## src/sv/itf_pkg.sv

```systemverilog
// Shared constants, state type and character helpers for the integer-to-text formatter.
`timescale 1ns / 1ps
`default_nettype none
package itf_pkg;

  // Text and digit store limits
  localparam logic [7:0] MAX_CHARS   = 8'd64;
  localparam int         DIGIT_DEPTH = 64;
  localparam int         DIGIT_AW    = $clog2(DIGIT_DEPTH);

  // Format flag bit positions
  localparam int FL_ZEROPAD = 0;
  localparam int FL_SIGNED  = 1;
  localparam int FL_PLUS    = 2;
  localparam int FL_SPACE   = 3;
  localparam int FL_LEFT    = 4;
  localparam int FL_PREFIX  = 5;
  localparam int FL_UPPER   = 6;

  // Radix limits and prefix radices
  localparam logic [5:0] RADIX_MIN = 6'd2;
  localparam logic [5:0] RADIX_MAX = 6'd36;
  localparam logic [5:0] RADIX_OCT = 6'd8;
  localparam logic [5:0] RADIX_HEX = 6'd16;

  // ASCII codes
  localparam logic [7:0] CH_NUL   = 8'h00;
  localparam logic [7:0] CH_SPACE = 8'h20;
  localparam logic [7:0] CH_PLUS  = 8'h2b;
  localparam logic [7:0] CH_MINUS = 8'h2d;
  localparam logic [7:0] CH_ZERO  = 8'h30;
  localparam logic [7:0] CH_UA    = 8'h41;
  localparam logic [7:0] CH_LA    = 8'h61;
  localparam logic [7:0] CH_UX    = 8'h58;
  localparam logic [7:0] CH_LX    = 8'h78;

  // Sequencer states
  typedef enum logic [3:0] {
    ST_IDLE,
    ST_DIV,
    ST_SETUP,
    ST_LSP,
    ST_SIGN,
    ST_PRE0,
    ST_PREX,
    ST_ZPAD,
    ST_PZERO,
    ST_DFETCH,
    ST_DEMIT,
    ST_TSP,
    ST_ERR
  } itf_state_t;

  // Map a digit value to its ASCII character
  function automatic logic [7:0] digit_char(input logic [5:0] d, input logic upper);
    logic [7:0] d8;
    d8 = {2'b00, d};
    if (d < 6'd10) begin
      digit_char = CH_ZERO + d8;
    end else if (upper) begin
      digit_char = CH_UA + d8 - 8'd10;
    end else begin
      digit_char = CH_LA + d8 - 8'd10;
    end
  endfunction

endpackage
`default_nettype wire

```

## src/sv/integer_to_text_formatter_top.sv

```systemverilog
// Top level of the integer-to-text formatter: bit-serial radix divider, digit store, text sequencer.
`timescale 1ns / 1ps
`default_nettype none
// Formats one 64-bit value as printf-style text, one character per output word. One value
// is in flight at a time; in_ready is high only while the block is idle. Digits come from a
// restoring divider that retires one quotient bit per cycle, taking one digit from each
// pass over the 64-bit word until the quotient is zero (a value has 1..64 digits, e.g. 20
// for a large decimal value, 64 for a full binary value). A setup state follows; padding,
// sign and prefix characters then go out at one word per cycle while the output is not
// stalled, and each digit as a fetch from the registered digit store, then the word. Each
// segment, empty or not, that comes before the segment holding the last word also takes
// a closing step. A radix outside 2..36 returns one error word straight away. Text
// longer than 64 characters is cut and flagged on its last word.
module integer_to_text_formatter_top (
  input  wire logic        clk,
  input  wire logic        rst_n,
  input  wire logic        in_valid,
  output logic             in_ready,
  input  wire logic [63:0] in_value,
  input  wire logic [5:0]  in_radix,
  input  wire logic [6:0]  in_field_width,
  input  wire logic [6:0]  in_min_digits,
  input  wire logic [6:0]  in_format_flags,
  output logic             out_valid,
  input  wire logic        out_ready,
  output logic [7:0]       out_text_char,
  output logic             out_last_char,
  output logic             out_bad_radix,
  output logic             out_truncated
);

  // Control registers
  itf_pkg::itf_state_t state_r, state_nxt;
  logic [6:0]  run_r, run_nxt;
  logic [5:0]  bit_r, bit_nxt;
  logic        qnz_r, qnz_nxt;
  logic [6:0]  dcnt_r, dcnt_nxt;
  logic [6:0]  ocnt_r, ocnt_nxt;
  logic        out_valid_r, out_valid_nxt;

  // Data registers
  logic [63:0] work_r, work_nxt;
  logic [5:0]  rem_r, rem_nxt;
  logic [5:0]  radix_r, radix_nxt;
  logic [6:0]  width_r, width_nxt;
  logic [6:0]  mind_r, mind_nxt;
  logic        zpad_r, zpad_nxt;
  logic        left_r, left_nxt;
  logic        upper_r, upper_nxt;
  logic        sign_r, sign_nxt;
  logic [7:0]  sign_char_r, sign_char_nxt;
  logic [1:0]  pre_len_r, pre_len_nxt;
  logic [6:0]  rest_r, rest_nxt;
  logic [6:0]  pz_r, pz_nxt;
  logic [6:0]  limit_r, limit_nxt;
  logic        cut_r, cut_nxt;
  logic [itf_pkg::DIGIT_AW-1:0] rd_idx_r, rd_idx_nxt;
  logic [7:0]  out_char_r, out_char_nxt;
  logic        out_last_r, out_last_nxt;
  logic        out_bad_r, out_bad_nxt;
  logic        out_trunc_r, out_trunc_nxt;

  // Digit store
  logic [5:0]  digit_mem [itf_pkg::DIGIT_DEPTH];
  logic [5:0]  rd_data_r;
  logic        wr_en;
  logic [itf_pkg::DIGIT_AW-1:0] wr_addr;
  logic [5:0]  wr_data;

  // Combinational helpers
  logic        in_fire;
  logic        slot_free;
  logic [63:0] mag;
  logic        neg;
  logic [6:0]  shifted;
  logic        ge;
  logic [6:0]  diff;
  logic [5:0]  rem_new;
  logic [6:0]  prec;
  logic [7:0]  body;
  logic        wide;
  logic [7:0]  total;
  logic        emit;
  logic [7:0]  emit_char;
  logic        emit_last;

  assign in_ready      = (state_r == itf_pkg::ST_IDLE);
  assign in_fire       = in_valid && in_ready;
  assign slot_free     = !out_valid_r || out_ready;
  assign out_valid     = out_valid_r;
  assign out_text_char = out_char_r;
  assign out_last_char = out_last_r;
  assign out_bad_radix = out_bad_r;
  assign out_truncated = out_trunc_r;

  // Magnitude of the incoming value
  assign neg = in_format_flags[itf_pkg::FL_SIGNED] && in_value[63];
  assign mag = neg ? (~in_value + 64'd1) : in_value;

  // One restoring divide step
  assign shifted = {rem_r, work_r[63]};
  assign ge      = shifted >= {1'b0, radix_r};
  assign diff    = shifted - {1'b0, radix_r};
  assign rem_new = ge ? diff[5:0] : shifted[5:0];

  // Layout sums for the setup cycle
  assign prec  = (mind_r > dcnt_r) ? mind_r : dcnt_r;
  assign body  = {1'b0, prec} + {7'd0, sign_r} + {6'd0, pre_len_r};
  assign wide  = {1'b0, width_r} > body;
  assign total = wide ? {1'b0, width_r} : body;

  // Last word of the text
  assign emit_last = ((ocnt_r + 7'd1) == limit_r);

  // Next state and outputs
  always_comb begin
    state_nxt     = state_r;
    run_nxt       = run_r;
    bit_nxt       = bit_r;
    qnz_nxt       = qnz_r;
    dcnt_nxt      = dcnt_r;
    ocnt_nxt      = ocnt_r;
    work_nxt      = work_r;
    rem_nxt       = rem_r;
    radix_nxt     = radix_r;
    width_nxt     = width_r;
    mind_nxt      = mind_r;
    zpad_nxt      = zpad_r;
    left_nxt      = left_r;
    upper_nxt     = upper_r;
    sign_nxt      = sign_r;
    sign_char_nxt = sign_char_r;
    pre_len_nxt   = pre_len_r;
    rest_nxt      = rest_r;
    pz_nxt        = pz_r;
    limit_nxt     = limit_r;
    cut_nxt       = cut_r;
    rd_idx_nxt    = rd_idx_r;
    out_valid_nxt = out_valid_r && !out_ready;
    out_char_nxt  = out_char_r;
    out_last_nxt  = out_last_r;
    out_bad_nxt   = out_bad_r;
    out_trunc_nxt = out_trunc_r;
    wr_en         = 1'b0;
    wr_addr       = dcnt_r[itf_pkg::DIGIT_AW-1:0];
    wr_data       = rem_new;
    emit          = 1'b0;
    emit_char     = itf_pkg::CH_SPACE;

    unique case (state_r)
      itf_pkg::ST_IDLE: begin
        if (in_fire) begin
          if (in_radix < itf_pkg::RADIX_MIN || in_radix > itf_pkg::RADIX_MAX) begin
            state_nxt = itf_pkg::ST_ERR;
          end else begin
            state_nxt = itf_pkg::ST_DIV;
            work_nxt  = mag;
            rem_nxt   = 6'd0;
            bit_nxt   = 6'd0;
            qnz_nxt   = 1'b0;
            dcnt_nxt  = 7'd0;
            radix_nxt = in_radix;
            width_nxt = in_field_width;
            mind_nxt  = in_min_digits;
            left_nxt  = in_format_flags[itf_pkg::FL_LEFT];
            zpad_nxt  = in_format_flags[itf_pkg::FL_ZEROPAD]
                        && !in_format_flags[itf_pkg::FL_LEFT];
            upper_nxt = in_format_flags[itf_pkg::FL_UPPER];
            // Pick the sign character
            sign_nxt      = 1'b0;
            sign_char_nxt = itf_pkg::CH_SPACE;
            if (in_format_flags[itf_pkg::FL_SIGNED]) begin
              if (in_value[63]) begin
                sign_nxt      = 1'b1;
                sign_char_nxt = itf_pkg::CH_MINUS;
              end else if (in_format_flags[itf_pkg::FL_PLUS]) begin
                sign_nxt      = 1'b1;
                sign_char_nxt = itf_pkg::CH_PLUS;
              end else if (in_format_flags[itf_pkg::FL_SPACE]) begin
                sign_nxt      = 1'b1;
                sign_char_nxt = itf_pkg::CH_SPACE;
              end
            end
            // Prefix length
            pre_len_nxt = 2'd0;
            if (in_format_flags[itf_pkg::FL_PREFIX]) begin
              if (in_radix == itf_pkg::RADIX_HEX) begin
                pre_len_nxt = 2'd2;
              end else if (in_radix == itf_pkg::RADIX_OCT) begin
                pre_len_nxt = 2'd1;
              end
            end
          end
        end
      end

      // Retire one quotient bit per cycle; store the remainder after the last bit
      itf_pkg::ST_DIV: begin
        work_nxt = {work_r[62:0], ge};
        rem_nxt  = rem_new;
        qnz_nxt  = qnz_r | ge;
        bit_nxt  = bit_r + 6'd1;
        if (bit_r == 6'h3f) begin
          if (dcnt_r < 7'(itf_pkg::DIGIT_DEPTH)) begin
            wr_en    = 1'b1;
            dcnt_nxt = dcnt_r + 7'd1;
          end
          rem_nxt = 6'd0;
          qnz_nxt = 1'b0;
          if (!(qnz_r | ge)) begin
            state_nxt = itf_pkg::ST_SETUP;
          end
        end
      end

      // Work out the padding runs and the text length
      itf_pkg::ST_SETUP: begin
        rest_nxt   = wide ? (width_r - body[6:0]) : 7'd0;
        cut_nxt    = total > itf_pkg::MAX_CHARS;
        limit_nxt  = (total > itf_pkg::MAX_CHARS) ? itf_pkg::MAX_CHARS[6:0] : total[6:0];
        pz_nxt     = prec - dcnt_r;
        rd_idx_nxt = itf_pkg::DIGIT_AW'(dcnt_r - 7'd1);
        ocnt_nxt   = 7'd0;
        run_nxt    = (!zpad_r && !left_r) ? (wide ? (width_r - body[6:0]) : 7'd0) : 7'd0;
        state_nxt  = itf_pkg::ST_LSP;
      end

      itf_pkg::ST_LSP: begin
        emit_char = itf_pkg::CH_SPACE;
        if (run_r == 7'd0) begin
          state_nxt = itf_pkg::ST_SIGN;
          run_nxt   = {6'd0, sign_r};
        end else begin
          emit = slot_free;
        end
      end

      itf_pkg::ST_SIGN: begin
        emit_char = sign_char_r;
        if (run_r == 7'd0) begin
          state_nxt = itf_pkg::ST_PRE0;
          run_nxt   = {6'd0, (pre_len_r != 2'd0)};
        end else begin
          emit = slot_free;
        end
      end

      itf_pkg::ST_PRE0: begin
        emit_char = itf_pkg::CH_ZERO;
        if (run_r == 7'd0) begin
          state_nxt = itf_pkg::ST_PREX;
          run_nxt   = {6'd0, (pre_len_r == 2'd2)};
        end else begin
          emit = slot_free;
        end
      end

      itf_pkg::ST_PREX: begin
        emit_char = upper_r ? itf_pkg::CH_UX : itf_pkg::CH_LX;
        if (run_r == 7'd0) begin
          state_nxt = itf_pkg::ST_ZPAD;
          run_nxt   = zpad_r ? rest_r : 7'd0;
        end else begin
          emit = slot_free;
        end
      end

      itf_pkg::ST_ZPAD: begin
        emit_char = itf_pkg::CH_ZERO;
        if (run_r == 7'd0) begin
          state_nxt = itf_pkg::ST_PZERO;
          run_nxt   = pz_r;
        end else begin
          emit = slot_free;
        end
      end

      itf_pkg::ST_PZERO: begin
        emit_char = itf_pkg::CH_ZERO;
        if (run_r == 7'd0) begin
          state_nxt = itf_pkg::ST_DFETCH;
          run_nxt   = dcnt_r;
        end else begin
          emit = slot_free;
        end
      end

      // Let the registered digit store read settle before the digit goes out
      itf_pkg::ST_DFETCH: begin
        if (run_r == 7'd0) begin
          state_nxt = itf_pkg::ST_TSP;
          run_nxt   = left_r ? rest_r : 7'd0;
        end else begin
          state_nxt = itf_pkg::ST_DEMIT;
        end
      end

      itf_pkg::ST_DEMIT: begin
        emit_char = itf_pkg::digit_char(rd_data_r, upper_r);
        emit      = slot_free;
        if (slot_free) begin
          rd_idx_nxt = rd_idx_r - itf_pkg::DIGIT_AW'(1);
          state_nxt  = itf_pkg::ST_DFETCH;
        end
      end

      itf_pkg::ST_TSP: begin
        emit_char = itf_pkg::CH_SPACE;
        if (run_r == 7'd0) begin
          state_nxt = itf_pkg::ST_IDLE;
        end else begin
          emit = slot_free;
        end
      end

      // Single error word, no text
      itf_pkg::ST_ERR: begin
        if (slot_free) begin
          out_valid_nxt = 1'b1;
          out_char_nxt  = itf_pkg::CH_NUL;
          out_last_nxt  = 1'b1;
          out_bad_nxt   = 1'b1;
          out_trunc_nxt = 1'b0;
          state_nxt     = itf_pkg::ST_IDLE;
        end
      end

      default: begin
        state_nxt = itf_pkg::ST_IDLE;
      end
    endcase

    // Load one character into the output register
    if (emit) begin
      out_valid_nxt = 1'b1;
      out_char_nxt  = emit_char;
      out_last_nxt  = emit_last;
      out_bad_nxt   = 1'b0;
      out_trunc_nxt = emit_last && cut_r;
      run_nxt       = run_r - 7'd1;
      ocnt_nxt      = ocnt_r + 7'd1;
      if (emit_last) begin
        state_nxt = itf_pkg::ST_IDLE;
      end
    end
  end

  // Control state
  always_ff @(posedge clk) begin
    if (!rst_n) begin
      state_r     <= itf_pkg::ST_IDLE;
      run_r       <= 7'd0;
      bit_r       <= 6'd0;
      qnz_r       <= 1'b0;
      dcnt_r      <= 7'd0;
      ocnt_r      <= 7'd0;
      out_valid_r <= 1'b0;
    end else begin
      state_r     <= state_nxt;
      run_r       <= run_nxt;
      bit_r       <= bit_nxt;
      qnz_r       <= qnz_nxt;
      dcnt_r      <= dcnt_nxt;
      ocnt_r      <= ocnt_nxt;
      out_valid_r <= out_valid_nxt;
    end
  end

  // Payload and working values
  always_ff @(posedge clk) begin
    work_r      <= work_nxt;
    rem_r       <= rem_nxt;
    radix_r     <= radix_nxt;
    width_r     <= width_nxt;
    mind_r      <= mind_nxt;
    zpad_r      <= zpad_nxt;
    left_r      <= left_nxt;
    upper_r     <= upper_nxt;
    sign_r      <= sign_nxt;
    sign_char_r <= sign_char_nxt;
    pre_len_r   <= pre_len_nxt;
    rest_r      <= rest_nxt;
    pz_r        <= pz_nxt;
    limit_r     <= limit_nxt;
    cut_r       <= cut_nxt;
    rd_idx_r    <= rd_idx_nxt;
    out_char_r  <= out_char_nxt;
    out_last_r  <= out_last_nxt;
    out_bad_r   <= out_bad_nxt;
    out_trunc_r <= out_trunc_nxt;
  end

  // Digit store: one write port, one registered read port
  always_ff @(posedge clk) begin
    if (wr_en) begin
      digit_mem[wr_addr] <= wr_data;
    end
    rd_data_r <= digit_mem[rd_idx_r];
  end

endmodule
`default_nettype wire

```

## config.mk

```make
export PLATFORM = sky130hd
export DESIGN_NAME = integer_to_text_formatter_top
export DESIGN_NICKNAME = d
export VERILOG_FILES = /design/src/sv/itf_pkg.sv /design/src/sv/integer_to_text_formatter_top.sv
export SDC_FILE = /design/constraint.sdc
export NUM_CORES = 1
export LEC_CHECK = 0
export ABC_AREA = 1
export BUFFER_PORTS_ARGS = -buffer_cell sky130_fd_sc_hd__buf_2
export CORE_MARGIN = 5
export CORE_UTILIZATION = 55
export DETAILED_ROUTE_END_ITERATION = 10
export GPL_ROUTABILITY_DRIVEN = 0
export PLACE_DENSITY = 0.75
export SLEW_MARGIN = 30
export SYNTH_ARGS = -nofsm -noshare
export SYNTH_HDL_FRONTEND = slang
export SYNTH_SLANG_ARGS = --single-unit
```

## constraint.sdc

```tcl
create_clock -name clk -period 6.3 [get_ports clk]
set_input_delay 1.26 -clock clk [delete_from_list [all_inputs] [get_ports clk]]
set_output_delay 1.26 -clock clk [all_outputs]
set_load 0.05 [all_outputs]
```

* Word-level counts from Yosys, hierarchy flattened
Memories as Yosys holds them, arrays and structs flattened. A register that Yosys moved wholly into a read port is not among the register bits.
Cells that the tools add are included.
** Word-level totals
- Output and inout bits :: 13
- Memories kept :: 1
- Word-level logic and storage cells :: 207
- RAM bits :: 384
- Bits in registers :: 176
- Input port bits :: 95
** Memory list
- digit_mem :: depth 64, bits a word 6, rd ports 1, clocked after memory_dff 1, write ports 1, RTL line integer_to_text_formatter_top.sv:64 : logic [5:0] digit_mem [itf_pkg::DIGIT_DEPTH];
** Cells by class
- Add/subtract/negate cells :: 17
- Order comparisons :: 8
- Multiplexer cells :: 85
- Reductions and logical operators :: 33
- Bitwise gates (word level) :: 5
- Equal/unequal tests :: 29
** Operators with widths (count)
- $mux W64 :: 3
- $mux W7 :: 19
- $pmux W64 S2 :: 1
- $mux W4 :: 17
- $add A64 B1 Y64 const B :: 1
- $not A64 Y64 :: 1
- $pmux W7 S8 :: 1
- $pmux W4 S13 :: 1
- $mux W8 :: 6
- $mux W6 :: 6
- $pmux W6 S2 :: 3
- $pmux W8 S4 :: 1
- $mux W1 :: 23
- $ne A3 B3 Y1 const B :: 7
- $eq A4 B4 Y1 const B :: 5
- $add A7 B6 Y8 const A :: 2
- $eq A4 B3 Y1 const B :: 4
- $sub A8 B4 Y8 const B :: 2
- $add A7 B1 Y7 const B :: 2
- $pmux W7 S2 :: 1
- $sub A7 B7 Y7 :: 2
- $reduce_bool A2 Y1 :: 6
- $sub A6 B1 Y6 const B :: 2
- $reduce_bool A9 Y1 :: 1
- 39 further kinds :: 60

* Depth between registers and ports, before layout
- Depth in word-level cells :: 9
- Mapped depth :: 32
- Depth with buffers taken out :: 31

* Least setup slack after synthesis
OpenSTA, ideal clock, no wires.
- Path type :: input to register
- From :: input in_radix[1]
- To :: register bit_r[3]
- Path buffers :: 0
- Stages :: 10
- Arrival :: 6585 ps
- Setup time :: 71 ps
- Required time :: 6229 ps
- Setup slack :: -356 ps
- Cell sequence :: nor2_1 nor2_1 o31ai_1 nand3_1 nand2_1 inv_1 a21oi_1 nand4_1 or2_2 a21oi_1
** Between the ends
- Word-level cells in the longest chain between the ends :: 4
- Elaborated cells between the ends (all ways) :: 5
- Classes of those cells :: order compare (2); eq/ne (1); reduce/logical (2)
** Ends and longest elaborated chain
- start: declaration :: RTL line integer_to_text_formatter_top.sv:20 : input wire logic [5:0] in_radix,
- $lt A6 B2 Y1 or $gt A6 B6 Y1 (tied branches) :: RTL line integer_to_text_formatter_top.sv:153 : if (in_radix < itf_pkg::RADIX_MIN || in_radix > itf_pkg::RADIX_MAX) begin
- $logic_or A1 B1 Y1 * :: RTL line integer_to_text_formatter_top.sv:153
- $ne A2 B2 Y1 (no line) *
- $reduce_and A3 Y1 (no line) *
- end signal: assignment :: RTL line integer_to_text_formatter_top.sv:361 : bit_r <= bit_nxt;
- end: declaration :: RTL line integer_to_text_formatter_top.sv:35 : logic [5:0] bit_r, bit_nxt;
Every way passes the cells marked *; elsewhere a longest branch is shown, timed or not.
A chain may end at the register's enable or synchronous reset.

* Worst setup path after layout
- From :: register dcnt_r[2]
- To :: register cut_r, data pin
** Between the ends
- Word-level cells in the longest chain between the ends :: 7
** Ends and longest elaborated chain
- start: declaration :: RTL line integer_to_text_formatter_top.sv:37 : logic [6:0] dcnt_r, dcnt_nxt;
- start signal: assignment :: RTL line integer_to_text_formatter_top.sv:363 : dcnt_r <= dcnt_nxt;
- $gt A7 B7 Y1 :: RTL line integer_to_text_formatter_top.sv:107 : assign prec = (mind_r > dcnt_r) ? mind_r : dcnt_r;
- $mux W7 * :: RTL line integer_to_text_formatter_top.sv:107
- $add A7 B1 Y8 * :: RTL line integer_to_text_formatter_top.sv:108 : assign body = {1'b0, prec} + {7'd0, sign_r} + {6'd0, pre_len_r};
- $add A8 B2 Y8 * :: RTL line integer_to_text_formatter_top.sv:108
- $gt A7 B8 Y1 :: RTL line integer_to_text_formatter_top.sv:109 : assign wide = {1'b0, width_r} > body;
- $mux W8 * :: RTL line integer_to_text_formatter_top.sv:110 : assign total = wide ? {1'b0, width_r} : body;
- $gt A8 B7 Y1 * :: RTL line integer_to_text_formatter_top.sv:219 : cut_nxt = total > itf_pkg::MAX_CHARS;
- end signal: assignment :: RTL line integer_to_text_formatter_top.sv:385 : cut_r <= cut_nxt;
- end: declaration :: RTL line integer_to_text_formatter_top.sv:56 : logic cut_r, cut_nxt;
Marks and branches as above.

==> results by group <==
Worst setup path
  • Worst-case reg-to-reg path depth: 26
  • Setup crit start: dcnt_r[2]
  • FF-to-FF Start: dcnt_r[2]
  • FF-to-FF End: cut_r
  • Req. time, crit path: 6.65 ns
  • Setup Crit Path Kind: reg -> reg
  • Worst reg-to-reg setup slack: 1.21 ns
  • Worst setup EP type: register
  • CP Max Fanout: 15
  • Setup crit end: cut_r
  • Critical Path AT: 5.44 ns
  • Crit start category: register

Global route
  • Final global-route overflow total: 0
  • Vias in the first global route: 18900
  • Overall global routing resource usage: 23.4%
  • Global-route wire length before repair: 99700 um
  • Largest net degree at the start of global routing: 110
  • Initial antenna violation count: 1

Floorplan
  • IO Count: 108
  • Total core area: 0.0474 mm^2
  • Die W: 228 um
  • Die area: 0.0521 mm^2
  • Die height: 228 um
  • Initial Utilization: 55.2%
  • Row count: 80

Synth
  • Synth Area in XOR/XNOR: 2.87%
  • Top-area cell type share of the netlist area: 59.7%
  • Combinational family with the most area after synthesis: simple AND/OR/NAND/NOR gates
  • Mapped Cells: 2497
  • Post-synth EDFFs: 521
  • Largest cells by area after synthesis: edfxtp_1 60%, o21ai_0 6.6%, nor2_1 6.5%, nand2_1 3.7%, dfxtp_1 3.1%
  • Post-synthesis net count: 2633
  • Flops & latches, synth: 561
  • Unique masters post-synth: 61
  • FFs w/ async S/R, synth: 0%
  • Mean Syn Cell Area: 10.5 um^2
  • Compound-Gate Fraction of Synth Area: 13.2%
  • Adder-cell share of the synthesized area: 2.10%
  • Seq/Total Area, Yosys: 62.8%
  • Cell taking the most area after synthesis: edfxtp_1
  • Synth warn: 0
  • Post-synth top cells: 521 x edfxtp_1, 453 x nor2_1, 343 x o21ai_0
  • Mux share of post-synthesis cell area: 0%
  • Synth Flop Type: edfxtp_1
  • Synth Area in Simple Gates: 14.7%
  • Mapped Area: 0.0262 mm^2
  • Top-count cell post-synth: edfxtp_1

Clock tree
  • Hold buffer count at CTS: 0
  • TritonCTS Sinks: 561
  • Post-CTS resize count: 0
  • Buffer levels on the longest clock path: 3
  • Postcts setup bufs: 0
  • Number of CTS-inserted buffers: 54
  • Clock Tree Root: clkbuf_16
  • Clock transition at the registers of the reported paths: 0.06 ns
  • H-tree Lvls: 2
  • CTS tree: yes
  • Worst-skew pair later-pin latency: 0.63 ns

Final layout
  • Seq. cell area: 0.0164 mm^2
  • Layout cells sized above 1: 10.9%
  • P&R area growth vs syn: 11.1%
  • Multi-input gate area: 0.00872 mm^2
  • Register with the most flip-flops: digit_mem
  • Ant. Diodes: 0
  • Post-Layout Cell Count: 3229
  • Design area: 0.0291 mm^2
  • Fin nets: 2707
  • Max FFs per register: 384
  • Fillers: 3779

Detailed routing
  • Met2 routed WL: 29500 um
  • WL met1: 25300 um
  • DR top layer: met5
  • DRC Markers: 0
  • DRT iter0 DRCs: 2044
  • DRT Pass-1 Iters: 6
  • Routed length on met3: 5200 um
  • Post-route ant nets: 0
  • WL/cell: 19.3 um
  • Vias/cell: 5.96
  • WL final: 62400 um
  • Via count: 19200

Timing
  • Final min period: 5.09 ns
  • Slew headroom: 35.4%
  • Worst Tran Pin Value: 0.967 ns
  • Setup Skew: 0.0242 ns
  • RSZ-0062 raised after global routing: no
  • Slew Limit Fails: 0
  • Setup violations, final: 0
  • Max Clock Freq: 196 MHz
  • Worst Hold Slack: 0.442 ns
  • Tcrit/Tclk final: 80.8%
  • Setup TNS: 0 ns
  • Fin. Hold Viols: 0

Pwr
  • Internal: 8.23 mW
  • Logic pwr share: 27.4%
  • Peak VDD IR: 0.448 mV
  • Clock power share: 26.0%
  • Pwr Density: 427 mW/mm^2
  • Sw power: 4.21 mW
  • Static Leakage: 10.1 nW
  • Sequential power share: 46.7%
  • Sw frac: 33.8%

Placement
  • DP HPWL: 40800 um
  • Area of placed instances: 0.0273 mm^2
  • IO buf count: 107
  • Inst Count DP: 3130

Run status
  • Status: complete, no violations

Min path
  • Worst hold path class: reg -> reg

Run
  • Max Cap Viol: 0
## area by class of cell
cell class,instances,area share [%]
clock inverter,29,1.08
sequential,561,56.5
clock buffer,70,4.95
timing repair buffer,129,2.42
multi-input combinational,1638,30.0
tap,615,2.64
inverter,187,2.43
## layout by cell type, fill, tap and decap left out, types with 8 or more instances in the layout
cell / count
a211oi_1: 10
a21oi_1: 67
a31oi_1: 11
buf_2: 107
buf_4: 21
clkbuf_1: 13
clkbuf_16: 54
clkinv_1: 12
clkinv_2: 9
dfxtp_1: 40
edfxtp_1: 521
ha_1: 36
inv_1: 176
nand2_1: 256
nand2_2: 18
nand2_4: 8
nand3_1: 59
nand4_1: 11
nor2_1: 451
nor3_1: 37
nor4_1: 18
o211ai_1: 13
o21ai_0: 342
o221ai_1: 12
o22ai_1: 106
or2_2: 9
xnor2_1: 29
xor2_1: 57
## how the worst min path moves through the flow
| stage | from | to | slack (ns) | depth (start not counted) |
|---|---|---|---|---|
| global route | out_bad_radix | out_bad_radix | 0.49 | 2 |
| global placement | out_bad_radix | out_bad_radix | 0.44 | 2 |
| detailed placement | out_bad_radix | out_bad_radix | 0.43 | 2 |
| CTS | out_bad_radix | out_bad_radix | 0.44 | 2 |
| floorplan | qnz_r | qnz_r | 0.45 | 2 |
| finish | out_bad_radix | out_bad_radix | 0.44 | 2 |
## routing by layer
metal  GRT usage [%]  up-vias
li1                -     8996
met1            31.8     9160
met2            38.0      897
met3            4.07      180
met4            9.08        2
met5               0        -
## critical path, cell delays in order, from the launching register on
cell and delay [ns]:
dfxtp_1 0.55, inv_1 0.26, ha_1 0.42, a21oi_1 0.18
nand2_1 0.09, nand2_2 0.08, nand2_4 0.09, nand2_8 0.13
o21ai_0 0.14, fa_1 0.38, inv_1 0.09, fa_1 0.26
nand3_4 0.12, nor2_4 0.10, nand2_2 0.07, nor2_1 0.11
xor2_1 0.24, ha_1 0.30, inv_1 0.08, a21oi_1 0.06
nand2_1 0.09, nor2_2 0.05, nor2_4 0.16, nand2_4 0.16
o21ai_0 0.24, nand2_1 0.19, a21boi_0 0.18
## power groups by stage
stage	Clock, mW	Combinational [mW]	Sequential (mW)
2_1_floorplan	0	2.01	6.05
3_3_place_gp	0	3.28	5.86
3_5_place_dp	0	3.38	5.87
4_1_cts	3.26	3.39	5.80
5_1_grt	3.42	3.74	5.84
6_report	3.23	3.40	5.81
## stage by stage
stage               power, mW  setup WS (ns)  utilization, %
floorplan                8.06           1.47               -
global placement         9.14           1.52            57.6
finish                   12.4           1.21            61.3
CTS                      12.5           1.25            61.3
global route             13.0          0.828            61.3
detailed placement       9.25           1.27            57.6
## cell families (layout without fill, tap and decap cells)
logic type / count (synthesis) / in the layout
AO/OA/AOI/OAI: 614 / 614
adder cells (fa/ha/maj): 41 / 41
buffers and inverters: 298 / 415
XOR/XNOR: 86 / 86
AND/OR/NAND/NOR: 897 / 897
flip-flops: 561 / 561
Power figures use the tool's default switching activity.
